`src/design/mhfe_pkg.sv`:
```
`default_nettype none

package mhfe_pkg;

    localparam int DEFAULT_COUNT_BITS = 24;
    localparam int BYTE_W = 8;
    localparam int LEN_W = 24;
    localparam int CFG_W = 24;
    localparam int CFG_IDX_W = 8;
    localparam int HDR_CNT_W = 25;
    localparam int KEY_LEN = 15;
    localparam int KEY_POS_W = 4;

    localparam logic [CFG_W-1:0] MAX_FRAME_RESET = 24'd1048576;
    localparam logic [CFG_W-1:0] RECV_BUF_RESET = 24'd2097152;
    localparam logic [LEN_W-1:0] LEN_MAX = 24'hFFFFFF;
    localparam logic [23:0] TERM_TAIL = 24'h0D0A0D;

    localparam logic [CFG_IDX_W-1:0] CFG_MAX_FRAME = 8'd0;
    localparam logic [CFG_IDX_W-1:0] CFG_RECV_BUF = 8'd1;

    localparam logic [BYTE_W-1:0] CH_LF = 8'h0A;
    localparam logic [BYTE_W-1:0] CH_PLUS = 8'h2B;
    localparam logic [BYTE_W-1:0] CH_MINUS = 8'h2D;
    localparam logic [BYTE_W-1:0] CH_ZERO = 8'h30;
    localparam logic [BYTE_W-1:0] CH_NINE = 8'h39;

    typedef enum logic [1:0] {
        ST_DATA = 2'd0,
        ST_HDR_LONG = 2'd1,
        ST_FRAME_BIG = 2'd2,
        ST_BUF_OVF = 2'd3
    } status_t;

    typedef enum logic [2:0] {
        PH_HEADER = 3'b001,
        PH_PAYLOAD = 3'b010,
        PH_HALT = 3'b100
    } phase_t;

    typedef enum logic [3:0] {
        NUM_IDLE = 4'b0001,
        NUM_LEAD = 4'b0010,
        NUM_DIGITS = 4'b0100,
        NUM_DONE = 4'b1000
    } num_phase_t;

    typedef struct packed {
        logic [CFG_W-1:0] max_frame_bytes;
        logic [CFG_W-1:0] recv_buffer_bytes;
    } cfg_t;

    typedef struct packed {
        logic valid;
        logic [BYTE_W-1:0] data_byte;
        logic frame_last;
        logic [LEN_W-1:0] frame_length;
        status_t status;
    } result_t;

    function automatic logic [BYTE_W-1:0] key_char(input logic [KEY_POS_W-1:0] pos);
        logic [BYTE_W-1:0] c;
        unique case (pos)
            4'd0: c = 8'h43;
            4'd1: c = 8'h6F;
            4'd2: c = 8'h6E;
            4'd3: c = 8'h74;
            4'd4: c = 8'h65;
            4'd5: c = 8'h6E;
            4'd6: c = 8'h74;
            4'd7: c = 8'h2D;
            4'd8: c = 8'h4C;
            4'd9: c = 8'h65;
            4'd10: c = 8'h6E;
            4'd11: c = 8'h67;
            4'd12: c = 8'h74;
            4'd13: c = 8'h68;
            4'd14: c = 8'h3A;
            default: c = 8'h00;
        endcase
        return c;
    endfunction

    function automatic logic is_space(input logic [BYTE_W-1:0] b);
        return (b == 8'h20) || ((b >= 8'h09) && (b <= 8'h0D));
    endfunction

endpackage

`default_nettype wire

```
`src/design/mhfe_in_reg.sv`:
```
`default_nettype none

module mhfe_in_reg
    import mhfe_pkg::*;
(
    input  wire logic              clk,
    input  wire logic              rst_n,
    input  wire logic              s_tvalid,
    output logic                   s_tready,
    input  wire logic [BYTE_W-1:0] s_tdata,
    input  wire logic              advance,
    output logic                   item_valid,
    output logic [BYTE_W-1:0]      item_byte
);

    logic              valid_reg;
    logic              valid_next;
    logic [BYTE_W-1:0] byte_reg;

    assign s_tready = !valid_reg || advance;
    assign valid_next = s_tready ? s_tvalid : valid_reg;
    assign item_valid = valid_reg;
    assign item_byte = byte_reg;

    always_ff @(posedge clk or negedge rst_n)
    begin
        if (!rst_n)
        begin
            valid_reg <= 1'b0;
        end
        else
        begin
            valid_reg <= valid_next;
        end
    end

    always_ff @(posedge clk)
    begin
        if (s_tvalid && s_tready)
        begin
            byte_reg <= s_tdata;
        end
    end

endmodule

`default_nettype wire

```
`src/design/mhfe_core.sv`:
```
`default_nettype none

module mhfe_core
    import mhfe_pkg::*;
#(
    parameter int COUNT_BITS = DEFAULT_COUNT_BITS
)
(
    input  wire logic              clk,
    input  wire logic              rst_n,
    input  wire logic              step,
    input  wire logic [BYTE_W-1:0] in_byte,
    input  wire cfg_t              cfg,
    output result_t                res
);

    localparam int LW = COUNT_BITS + 1;
    localparam int PW = LW + 4;
    localparam int CW = (LW > HDR_CNT_W + 1) ? LW : HDR_CNT_W + 1;
    localparam logic [LW-1:0] LEN_SAT = {1'b1, {COUNT_BITS{1'b0}}};

    phase_t                 phase_reg, phase_next;
    logic [23:0]            tail_reg, tail_next;
    logic [KEY_POS_W-1:0]   key_pos_reg, key_pos_next;
    num_phase_t             num_phase_reg, num_phase_next;
    logic                   neg_reg, neg_next;
    logic [LW-1:0]          acc_reg, acc_next;
    logic [HDR_CNT_W-1:0]   hdr_cnt_reg, hdr_cnt_next;
    logic [LEN_W-1:0]       left_reg, left_next;

    logic                   is_digit;
    logic [PW-1:0]          prod;
    logic [LW-1:0]          acc_step;
    logic [HDR_CNT_W-1:0]   hdr_inc;
    logic [CW-1:0]          len_w;
    logic [LEN_W-1:0]       len_clamp;

    assign is_digit = (in_byte >= CH_ZERO) && (in_byte <= CH_NINE);
    assign prod = ({4'b0, acc_reg} << 3) + ({4'b0, acc_reg} << 1)
                + PW'(in_byte - CH_ZERO);
    assign acc_step = (prod > {4'b0, LEN_SAT}) ? LEN_SAT : prod[LW-1:0];
    assign hdr_inc = hdr_cnt_reg + 1'b1;
    assign len_w = CW'(acc_reg);
    assign len_clamp = (len_w > CW'(LEN_MAX)) ? LEN_MAX : len_w[LEN_W-1:0];

    always_comb
    begin
        phase_next = phase_reg;
        tail_next = tail_reg;
        key_pos_next = key_pos_reg;
        num_phase_next = num_phase_reg;
        neg_next = neg_reg;
        acc_next = acc_reg;
        hdr_cnt_next = hdr_cnt_reg;
        left_next = left_reg;
        res = '0;
        res.status = ST_DATA;

        if (step)
        begin
            unique case (phase_reg)
                PH_PAYLOAD:
                begin
                    res.valid = 1'b1;
                    res.data_byte = in_byte;
                    res.frame_last = (left_reg <= LEN_W'(1));
                    res.frame_length = len_clamp;
                    if (res.frame_last)
                    begin
                        phase_next = PH_HEADER;
                        tail_next = '0;
                        key_pos_next = '0;
                        num_phase_next = NUM_IDLE;
                        neg_next = 1'b0;
                        acc_next = '0;
                        hdr_cnt_next = '0;
                        left_next = '0;
                    end
                    else
                    begin
                        left_next = left_reg - 1'b1;
                    end
                end
                PH_HEADER:
                begin
                    hdr_cnt_next = hdr_inc;
                    unique case (num_phase_reg)
                        NUM_IDLE:
                        begin
                            if ((key_pos_reg < KEY_POS_W'(KEY_LEN))
                                && (in_byte == key_char(key_pos_reg)))
                            begin
                                key_pos_next = key_pos_reg + 1'b1;
                                if (key_pos_reg == KEY_POS_W'(KEY_LEN - 1))
                                begin
                                    num_phase_next = NUM_LEAD;
                                end
                            end
                            else
                            begin
                                key_pos_next = (in_byte == key_char('0)) ? KEY_POS_W'(1)
                                                                          : '0;
                            end
                        end
                        NUM_LEAD:
                        begin
                            priority if (is_space(in_byte))
                            begin
                                num_phase_next = NUM_LEAD;
                            end
                            else if ((in_byte == CH_PLUS) || (in_byte == CH_MINUS))
                            begin
                                neg_next = (in_byte == CH_MINUS);
                                num_phase_next = NUM_DIGITS;
                            end
                            else if (!is_digit)
                            begin
                                num_phase_next = NUM_DONE;
                            end
                            else
                            begin
                                num_phase_next = NUM_DIGITS;
                                acc_next = acc_step;
                            end
                        end
                        NUM_DIGITS:
                        begin
                            if (!is_digit)
                            begin
                                num_phase_next = NUM_DONE;
                            end
                            else
                            begin
                                acc_next = acc_step;
                            end
                        end
                        NUM_DONE:
                        begin
                            num_phase_next = NUM_DONE;
                        end
                        default:
                        begin
                            num_phase_next = num_phase_reg;
                        end
                    endcase

                    if ((tail_reg == TERM_TAIL) && (in_byte == CH_LF))
                    begin
                        priority if ((num_phase_next == NUM_IDLE) || neg_next
                                     || (acc_next == '0))
                        begin
                            phase_next = PH_HEADER;
                            tail_next = '0;
                            key_pos_next = '0;
                            num_phase_next = NUM_IDLE;
                            neg_next = 1'b0;
                            acc_next = '0;
                            hdr_cnt_next = '0;
                            left_next = '0;
                        end
                        else if (len_w > CW'(cfg.max_frame_bytes))
                        begin
                            phase_next = PH_HALT;
                            res.valid = 1'b1;
                            res.frame_length = len_clamp;
                            res.status = ST_FRAME_BIG;
                        end
                        else if ((CW'(hdr_inc) + len_w) > CW'(cfg.recv_buffer_bytes))
                        begin
                            phase_next = PH_HALT;
                            res.valid = 1'b1;
                            res.frame_length = len_clamp;
                            res.status = ST_BUF_OVF;
                        end
                        else
                        begin
                            phase_next = PH_PAYLOAD;
                            left_next = len_w[LEN_W-1:0];
                        end
                    end
                    else
                    begin
                        tail_next = {tail_reg[15:0], in_byte};
                        if (hdr_inc >= HDR_CNT_W'(cfg.recv_buffer_bytes))
                        begin
                            phase_next = PH_HALT;
                            res.valid = 1'b1;
                            res.status = ST_HDR_LONG;
                        end
                    end
                end
                PH_HALT:
                begin
                    phase_next = PH_HALT;
                end
                default:
                begin
                    phase_next = phase_reg;
                end
            endcase
        end
    end

    always_ff @(posedge clk or negedge rst_n)
    begin
        if (!rst_n)
        begin
            phase_reg <= PH_HEADER;
            tail_reg <= '0;
            key_pos_reg <= '0;
            num_phase_reg <= NUM_IDLE;
            neg_reg <= 1'b0;
            acc_reg <= '0;
            hdr_cnt_reg <= '0;
            left_reg <= '0;
        end
        else
        begin
            phase_reg <= phase_next;
            tail_reg <= tail_next;
            key_pos_reg <= key_pos_next;
            num_phase_reg <= num_phase_next;
            neg_reg <= neg_next;
            acc_reg <= acc_next;
            hdr_cnt_reg <= hdr_cnt_next;
            left_reg <= left_next;
        end
    end

endmodule

`default_nettype wire

```
`src/design/mhfe_out_reg.sv`:
```
`default_nettype none

module mhfe_out_reg
    import mhfe_pkg::*;
(
    input  wire logic     clk,
    input  wire logic     rst_n,
    input  wire result_t  res,
    input  wire logic     advance,
    output logic          m_tvalid,
    output logic [31:0]   m_tdata,   // data_byte[7:0], frame_length[31:8]
    output logic          m_tlast,
    output logic [1:0]    m_tuser    // status[1:0]
);

    logic    valid_reg;
    logic    valid_next;
    result_t res_reg;

    assign valid_next = advance ? res.valid : valid_reg;
    assign m_tvalid = valid_reg;
    assign m_tdata = {res_reg.frame_length, res_reg.data_byte};
    assign m_tlast = res_reg.frame_last;
    assign m_tuser = res_reg.status;

    always_ff @(posedge clk or negedge rst_n)
    begin
        if (!rst_n)
        begin
            valid_reg <= 1'b0;
        end
        else
        begin
            valid_reg <= valid_next;
        end
    end

    always_ff @(posedge clk)
    begin
        if (advance && res.valid)
        begin
            res_reg <= res;
        end
    end

endmodule

`default_nettype wire

```
`src/design/mjpeg_http_frame_extractor.sv`:
```
`default_nettype none

// Splits an HTTP MJPEG multipart byte stream into frames. Each header, up to the first
// blank line, is scanned for its Content-Length value, and that many following bytes are
// sent out as payload with the length beside them and tlast on the final byte. A header
// without a positive length is dropped silently. An oversized header, a length above
// max_frame_bytes, or header plus payload above recv_buffer_bytes gives one error request
// (status in tuser, data byte zero) and the block then ignores all input until reset.
// One byte is taken every clock while the output is not stalled by m_tready; each byte
// passes an input register and then a result register before its result is presented.
// Configuration writes are always ready and should be made while the stream is idle.
module mjpeg_http_frame_extractor
    import mhfe_pkg::*;
#(
    parameter int COUNT_BITS = DEFAULT_COUNT_BITS
)
(
    input  wire logic                 clk,
    input  wire logic                 rst_n,
    input  wire logic                 s_tvalid,
    output logic                      s_tready,
    input  wire logic [7:0]           s_tdata,   // in_byte[7:0]
    output logic                      m_tvalid,
    input  wire logic                 m_tready,
    output logic [31:0]               m_tdata,   // data_byte[7:0], frame_length[31:8]
    output logic                      m_tlast,
    output logic [1:0]                m_tuser,   // status[1:0]
    input  wire logic                 cfg_valid,
    output logic                      cfg_ready,
    input  wire logic [CFG_IDX_W-1:0] cfg_index,
    input  wire logic [CFG_W-1:0]     cfg_data
);

    cfg_t              cfg_reg;
    logic              advance;
    logic              item_valid;
    logic [BYTE_W-1:0] item_byte;
    result_t           res;

    assign cfg_ready = 1'b1;
    assign advance = !m_tvalid || m_tready;

    always_ff @(posedge clk or negedge rst_n)
    begin
        if (!rst_n)
        begin
            cfg_reg.max_frame_bytes <= MAX_FRAME_RESET;
            cfg_reg.recv_buffer_bytes <= RECV_BUF_RESET;
        end
        else if (cfg_valid && cfg_ready)
        begin
            if (cfg_index == CFG_MAX_FRAME)
            begin
                cfg_reg.max_frame_bytes <= cfg_data;
            end
            else if (cfg_index == CFG_RECV_BUF)
            begin
                cfg_reg.recv_buffer_bytes <= cfg_data;
            end
        end
    end

    mhfe_in_reg u_in_reg (
        .clk        (clk),
        .rst_n      (rst_n),
        .s_tvalid   (s_tvalid),
        .s_tready   (s_tready),
        .s_tdata    (s_tdata),
        .advance    (advance),
        .item_valid (item_valid),
        .item_byte  (item_byte)
    );

    mhfe_core #(
        .COUNT_BITS (COUNT_BITS)
    ) u_core (
        .clk     (clk),
        .rst_n   (rst_n),
        .step    (item_valid && advance),
        .in_byte (item_byte),
        .cfg     (cfg_reg),
        .res     (res)
    );

    mhfe_out_reg u_out_reg (
        .clk      (clk),
        .rst_n    (rst_n),
        .res      (res),
        .advance  (advance),
        .m_tvalid (m_tvalid),
        .m_tdata  (m_tdata),
        .m_tlast  (m_tlast),
        .m_tuser  (m_tuser)
    );

endmodule

`default_nettype wire
```
`config.mk`:
```
export PLATFORM = sky130hd
export DESIGN_NAME = mjpeg_http_frame_extractor
export DESIGN_NICKNAME = d
export VERILOG_FILES = /design/src/design/mhfe_pkg.sv /design/src/design/mhfe_in_reg.sv /design/src/design/mhfe_core.sv /design/src/design/mhfe_out_reg.sv /design/src/design/mjpeg_http_frame_extractor.sv
export SDC_FILE = /design/constraint.sdc
export NUM_CORES = 1
export LEC_CHECK = 0
export ABC_AREA = 1
export ABC_CLOCK_PERIOD_IN_PS = 7700
export BUFFER_PORTS_ARGS = -buffer_cell sky130_fd_sc_hd__buf_2
export CAP_MARGIN = 20
export CELL_PAD_IN_SITES_DETAIL_PLACEMENT = 1
export CELL_PAD_IN_SITES_GLOBAL_PLACEMENT = 2
export CORE_MARGIN = 1.5
export CORE_UTILIZATION = 37
export CTS_BUF_LIST = sky130_fd_sc_hd__clkbuf_4 sky130_fd_sc_hd__clkbuf_8
export CTS_CLUSTER_DIAMETER = 200
export DETAILED_ROUTE_END_ITERATION = 8
export MAX_ROUTING_LAYER = met4
export PLACE_DENSITY = 0.88
export SYNTH_ARGS = -nofsm -noshare
export SYNTH_HDL_FRONTEND = slang
export SYNTH_HIERARCHICAL = 1
export SYNTH_SLANG_ARGS = --single-unit
```
`constraint.sdc`:
```
create_clock -name clk -period 7.7 [get_ports clk]
set_clock_uncertainty 0.15 [all_clocks]
set_input_delay 1.155 -clock clk [delete_from_list [all_inputs] [get_ports clk]]
set_output_delay 1.155 -clock clk [all_outputs]
set_load 0.05 [all_outputs]
```
-- Word level (Yosys, flattened, before mapping)
Memory sizes are Yosys's and may differ from the RTL's.
Index checks and enable logic that the tools add are counted.
- bits in registers: 203
- memories: 1
- bits in writable memories: 0
- memory bits (read-only): 112
- input port bits: 45
- word-level logic and storage cells: 167
- latch bits: 0
- equality and inequality tests: 23
- multiplexer cells: 80
- reduce and logical (&&, ||, !) cells: 27
- div/mod/pow operators: 0
- shift operators: 0
- $lt $le $gt $ge: 11
- multiply operators: 0
- add/subtract/negate cells: 7
- bitwise gates (word level): 1
- memory list (memory ; words ; bits a word ; rd ports ; clocked after memory_dff ; wr ports ; line ; text):
    (name not given) ; 16 ; 7 ; 1 ; 0 ; 0 ; mhfe_pkg.sv:63 ; unique case (pos)
- operator list (kind ; number):
    2-to-1 mux 25 bit ; 11
    2-to-1 mux 24 bit ; 10
    one-hot mux 25 bit (2 select lines) ; 3
    one-hot mux 24 bit (2 select lines) ; 3
    2-to-1 mux 26 bit ; 3
    2-to-1 mux 4 bit ; 16
    2-to-1 mux 36 bit ; 1
    adder 28 x 26 -> 29 bit ; 1
    adder 29 bit ; 1
    greater-than comparator 29 x 25 -> 1 bit (second input constant) ; 1
    adder 25 x 25 -> 26 bit ; 1
    greater-than comparator 26 x 24 -> 1 bit ; 1
    adder 25 x 1 -> 25 bit (second input constant) ; 1
    >= comparator 25 x 24 -> 1 bit ; 1
    greater-than comparator 25 x 24 -> 1 bit ; 1
    greater-than comparator 25 x 24 -> 1 bit (second input constant) ; 1
    logical NOT 25 bit ; 1
    equality test 24 x 20 -> 1 bit (second input constant) ; 1
    equality test 8 x 6 -> 1 bit (second input constant) ; 3
    less-or-equal comparator 24 x 1 -> 1 bit (second input constant) ; 1
    2-to-1 mux 8 bit ; 3
    subtractor 24 x 1 -> 24 bit (second input constant) ; 1
    2-to-1 mux 3 bit ; 6
    one-hot mux 4 bit (2 select lines) ; 2
    other kinds (39) ; 75

-- Logic depth before layout (Yosys ltp)
- word-level depth: 18
- mapped depth: 38
- gate-level depth less buffers: 37

-- Modules after synthesis
The synthesis kept the hierarchy.
- modules (own cells, without submodules) (module ; times used ; area an instance (µm²) ; cells an instance):
    mhfe_core ; 1 ; 13586.8 ; 2127
    mjpeg_http_frame_extractor ; 1 ; 2174.6 ; 231
    mhfe_out_reg ; 1 ; 1094.8 ; 41
    mhfe_in_reg ; 1 ; 285.3 ; 14

-- Least setup slack after synthesis
Ideal clock, no wire load.
- path type: register -> register
- start point: reg u_in_reg.byte_reg[4] (netlist: u_in_reg/item_byte[4])
- end point: reg u_out_reg.res_reg (netlist bit u_out_reg/m_tdata[0]) (enable)
- setup slack: 1366 ps
- cell stages (with the launch flop): 28
- data required time: 7160 ps
- arrival time: 5794 ps
- setup time: 390 ps
- cells stage by stage: edfxtp_1 > ha_1 > nor2_1 > fa_1 > ha_1 > a21oi_1 > o21ai_0 > a21oi_1 > nand2_2 > a21o_2 > xnor2_2 > inv_1 > nand2_4 > buf_6 > nand3_1 > nand2_1 > nand2_1 > a21oi_1 > nor2_1 > nand2_1 > nor2_2 > nand2_4 > nand3_1 > nand2_1 > nand2_2 > o21ai_0 > nand2_1 > inv_1
- RTL lines (item ; line ; text):
    start, declared ; mhfe_in_reg.sv:18 ; logic [BYTE_W-1:0] byte_reg;
    start signal, assigned ; mhfe_in_reg.sv:41 ; byte_reg <= s_tdata;
    end signal, assigned ; mhfe_out_reg.sv:42 ; res_reg <= res;
    end, declared ; mhfe_out_reg.sv:18 ; result_t res_reg;

==> results.yml <==
outcome:
  status: "complete, no violations"
timing:
  fin_crit_sh_pct: 89.31
  min_period_ps: 6877
  fin_hold_ws_ps: 315.1
  hold_violations: 0
  maxSlewHeadroom_pct: 31.39
  worst_slack_ps: 822.8
  setup_viol: 0
  setup_tns_ps: 0
  rsz0062_at_grt: "no"
  worst_pin_slew_ps: 1027
  report.final.slew_viol_count: 0
  maxClockFrequency_ghz: 0.1454
worst_setup_path:
  worst_path_max_delay_cell: "o21ai_0"
  critical_path_arrival_ps: 7030
  worst-setup-path-type: "reg2reg"
  r2r_setup_slack_ps: 820
  cp-end-kind: "flip-flop"
  start_kind: "flip-flop"
  cpPeakStageDelay_ps: 520
  required_ps: 7850
  crit_fanout: 35
placed_design:
  dp_slack_ps: 970.4
  dp.cells: 3047
  placed_cell_area_mm2: 0.01808
  io_buffer_count: 81
  gp_congestion: 0.9203
  dp_hpwl_mm: 46.45
synth:
  postSynth.asyncResetShare_pct: 78.82
  synth.area.mux_share_pct: 0
  synth-compound-area-share_pct: 11.10
  synthFlopType: "dfrtp_1"
  synth_top_family_by_area: "simple AND/OR/NAND/NOR gates"
  synth_xor_area_share_pct: 3.358
  synthCells: 2413
  synth-edff-count: 43
  synthesis.nets: 2620
  seq_area_frac_synth_pct: 30.92
  synth.avg_cell_area_um2: 7.104
  synth-simple-area-share_pct: 31.86
  yosys_warnings: 6
  ys_ff_latch: 203
  synth-adder-area-share_pct: 12.92
  synth.distinct_cells: 60
  synth_area_mm2: 0.01714
cells_and_area:
  fin_util_pct: 41.53
  area_growth_pct: 10.41
  most-common-layout-cells: "702 x nand2_1, 325 x inv_1, 196 x nor2_1, 162 x nand3_1, 156 x dfrtp_1"
  final-instance-count-excl-fill: 3122
  design_area_mm2: 0.01893
  nFillCells: 5843
  diodes: 0
  final_layout_size_suffix_gt1_share_pct: 10.75
  multi_input_area_mm2: 0.01018
  nets: 2697
  regArea_mm2: 0.005300
  largest_register_ffs: 48
  final_common_cell: "nand2_1"
clocking:
  clock_path_buffers: 3
  clkSinkCount: 203
  cts_resized: 0
  cts.htree.levels: 2
  cts_tree: "done"
  clk_latency_ps: 650
  cts_buffers: 41
  path_clk_slew_ps: 60
  cts_setup_buffers: 0
  cts-root-buf: "clkbuf_8"
  cts_hold_buf: 0
global_routing:
  grt_pass1_wl_mm: 95.41
  grt_overflow: 0
  grt_max_degree: 99
  track_usage_pct: 26.63
  grt_pass1_vias: 17010
  grt_antenna_before_repair: 0
detailed_routing:
  drt-initial-drc-count: 1136
  viasPerCell: 5.291
  routedWlPerCell_um: 19.37
  ant_nets: 0
  first_pass_iters: 5
  drt_wl_total_mm: 60.47
  vias: 16520
  drcViolationCount: 0
floorplan:
  rows: 78
  die_h_um: 218.2
  num_io_pins: 83
  die_area_mm2: 0.04763
  core_region_area_mm2: 0.04558
  die_x_um: 218.2
  initial_core_util_pct: 37.61
power_and_ir_drop:
  finalPower_mw: 2.735
  comb_power_share_pct: 15.5
  leakagePower_nw: 9.785
  intPower_mw: 1.889
  seqPwrFrac_pct: 41.3
  cellPowerDensity_mw_per_mm2: 144.5
  power_switching_mw: 0.8464
  peakVddDrop_uv: 119.4
  swShare_pct: 30.95
  power.share.clock_pct: 43.2
worst_hold_path:
  hp-class: "reg2reg"
job:
  cap_violations: 0
==> cells in the mapped netlist, types with 3 or more instances <==
master / number / area, µm²
a211oi_1: 9 / 67.56
or4_1: 4 / 30.03
o21ai_0: 112 / 560.5
or2_2: 11 / 68.82
nor3_1: 40 / 200.2
nor4_1: 15 / 93.84
edfxtp_1: 43 / 1291
a21oi_1: 110 / 550.5
o21bai_1: 10 / 75.07
xor2_1: 46 / 402.9
nor2_4: 9 / 101.4
nand2_1: 702 / 2635
inv_2: 4 / 15.01
clkbuf_1: 35 / 131.4
o31ai_1: 4 / 30.03
nand3_2: 7 / 70.07
a31oi_1: 3 / 18.77
ha_1: 137 / 1714
fa_1: 25 / 500.5
nand2_2: 24 / 150.1
buf_2: 14 / 70.07
dfstp_2: 4 / 105.1
a21boi_0: 4 / 30.03
nand3b_1: 8 / 60.06
nor2_2: 7 / 43.79
xnor2_1: 16 / 140.1
buf_1: 3 / 11.26
dfrtp_1: 156 / 3904
o21a_1: 4 / 30.03
nand3_1: 162 / 810.8
o211ai_1: 7 / 52.55
and2_1: 4 / 25.02
inv_1: 325 / 1220
o21ai_1: 4 / 20.02
o22ai_2: 10 / 125.1
nand4_1: 49 / 306.5
nand2_4: 4 / 45.04
o22ai_1: 41 / 256.5
nor2_1: 198 / 743.2
buf_6: 15 / 168.9
==> final timing paths <==
path	end	startpoint	cells past startpoint
max	u_out_reg/m_tdata[28]	u_core/hdr_cnt_reg[0]	32
min	cfg_reg[44]	cfg_reg[44]	2
max reg2reg	u_out_reg/m_tdata[28]	u_core/hdr_cnt_reg[0]	32
min reg2reg	cfg_reg[44]	cfg_reg[44]	2
max in group asynchronous	cfg_reg[47]	rst_n	2
min in group asynchronous	u_core/tail_reg[16]	rst_n	1
==> metal layers <==
layer,wire length [µm],vias up,global-route usage [%]
met5,0,-,-
met3,2506,73,2.853
li1,-,8029,-
met1,28250,8068,35.43
met2,28140,350,42.55
met4,1569,0,8.161
==> cell families (layout without fill, tap and decap cells) <==
| kind of cell | after synthesis | in the layout |
|---|---|---|
| simple gates | 1250 | 1250 |
| buf+inv | 405 | 514 |
| compound gates | 328 | 328 |
| fa+ha+maj | 162 | 162 |
| other cells | 1 | 1 |
| xor+xnor | 64 | 64 |
| flops | 203 | 203 |
==> power groups by stage <==
stage / sequential (mW) / combinational [mW] / clock, mW
floorplan: 1.14 / 0.286 / 0
global route: 1.13 / 0.477 / 1.26
finish: 1.13 / 0.423 / 1.18
global placement: 1.15 / 0.410 / 0
detailed placement: 1.15 / 0.421 / 0
CTS: 1.13 / 0.424 / 1.22
==> area by class of cell <==
| type | instances | share of cell area [%] |
|---|---|---|
| Clock buffer | 61 | 3.841 |
| Clock inverter | 14 | 0.6016 |
| Inverter | 333 | 6.638 |
| Multi-Input combinational cell | 1805 | 53.78 |
| Tap cell | 600 | 3.967 |
| Sequential cell | 203 | 28.00 |
| Timing Repair Buffer | 106 | 3.167 |
==> critical path, delay by kind of cell, from the launching register on <==
family	cells	cell delay [ps]
AOI/OAI and AO/OA	6	1560
and+or+nand+nor	15	2560
DFF	1	390
buffers and inverters	7	740
xor gates and xnor gates	2	440
adders and majority gates	2	680
Power figures use the tool's default switching activity.
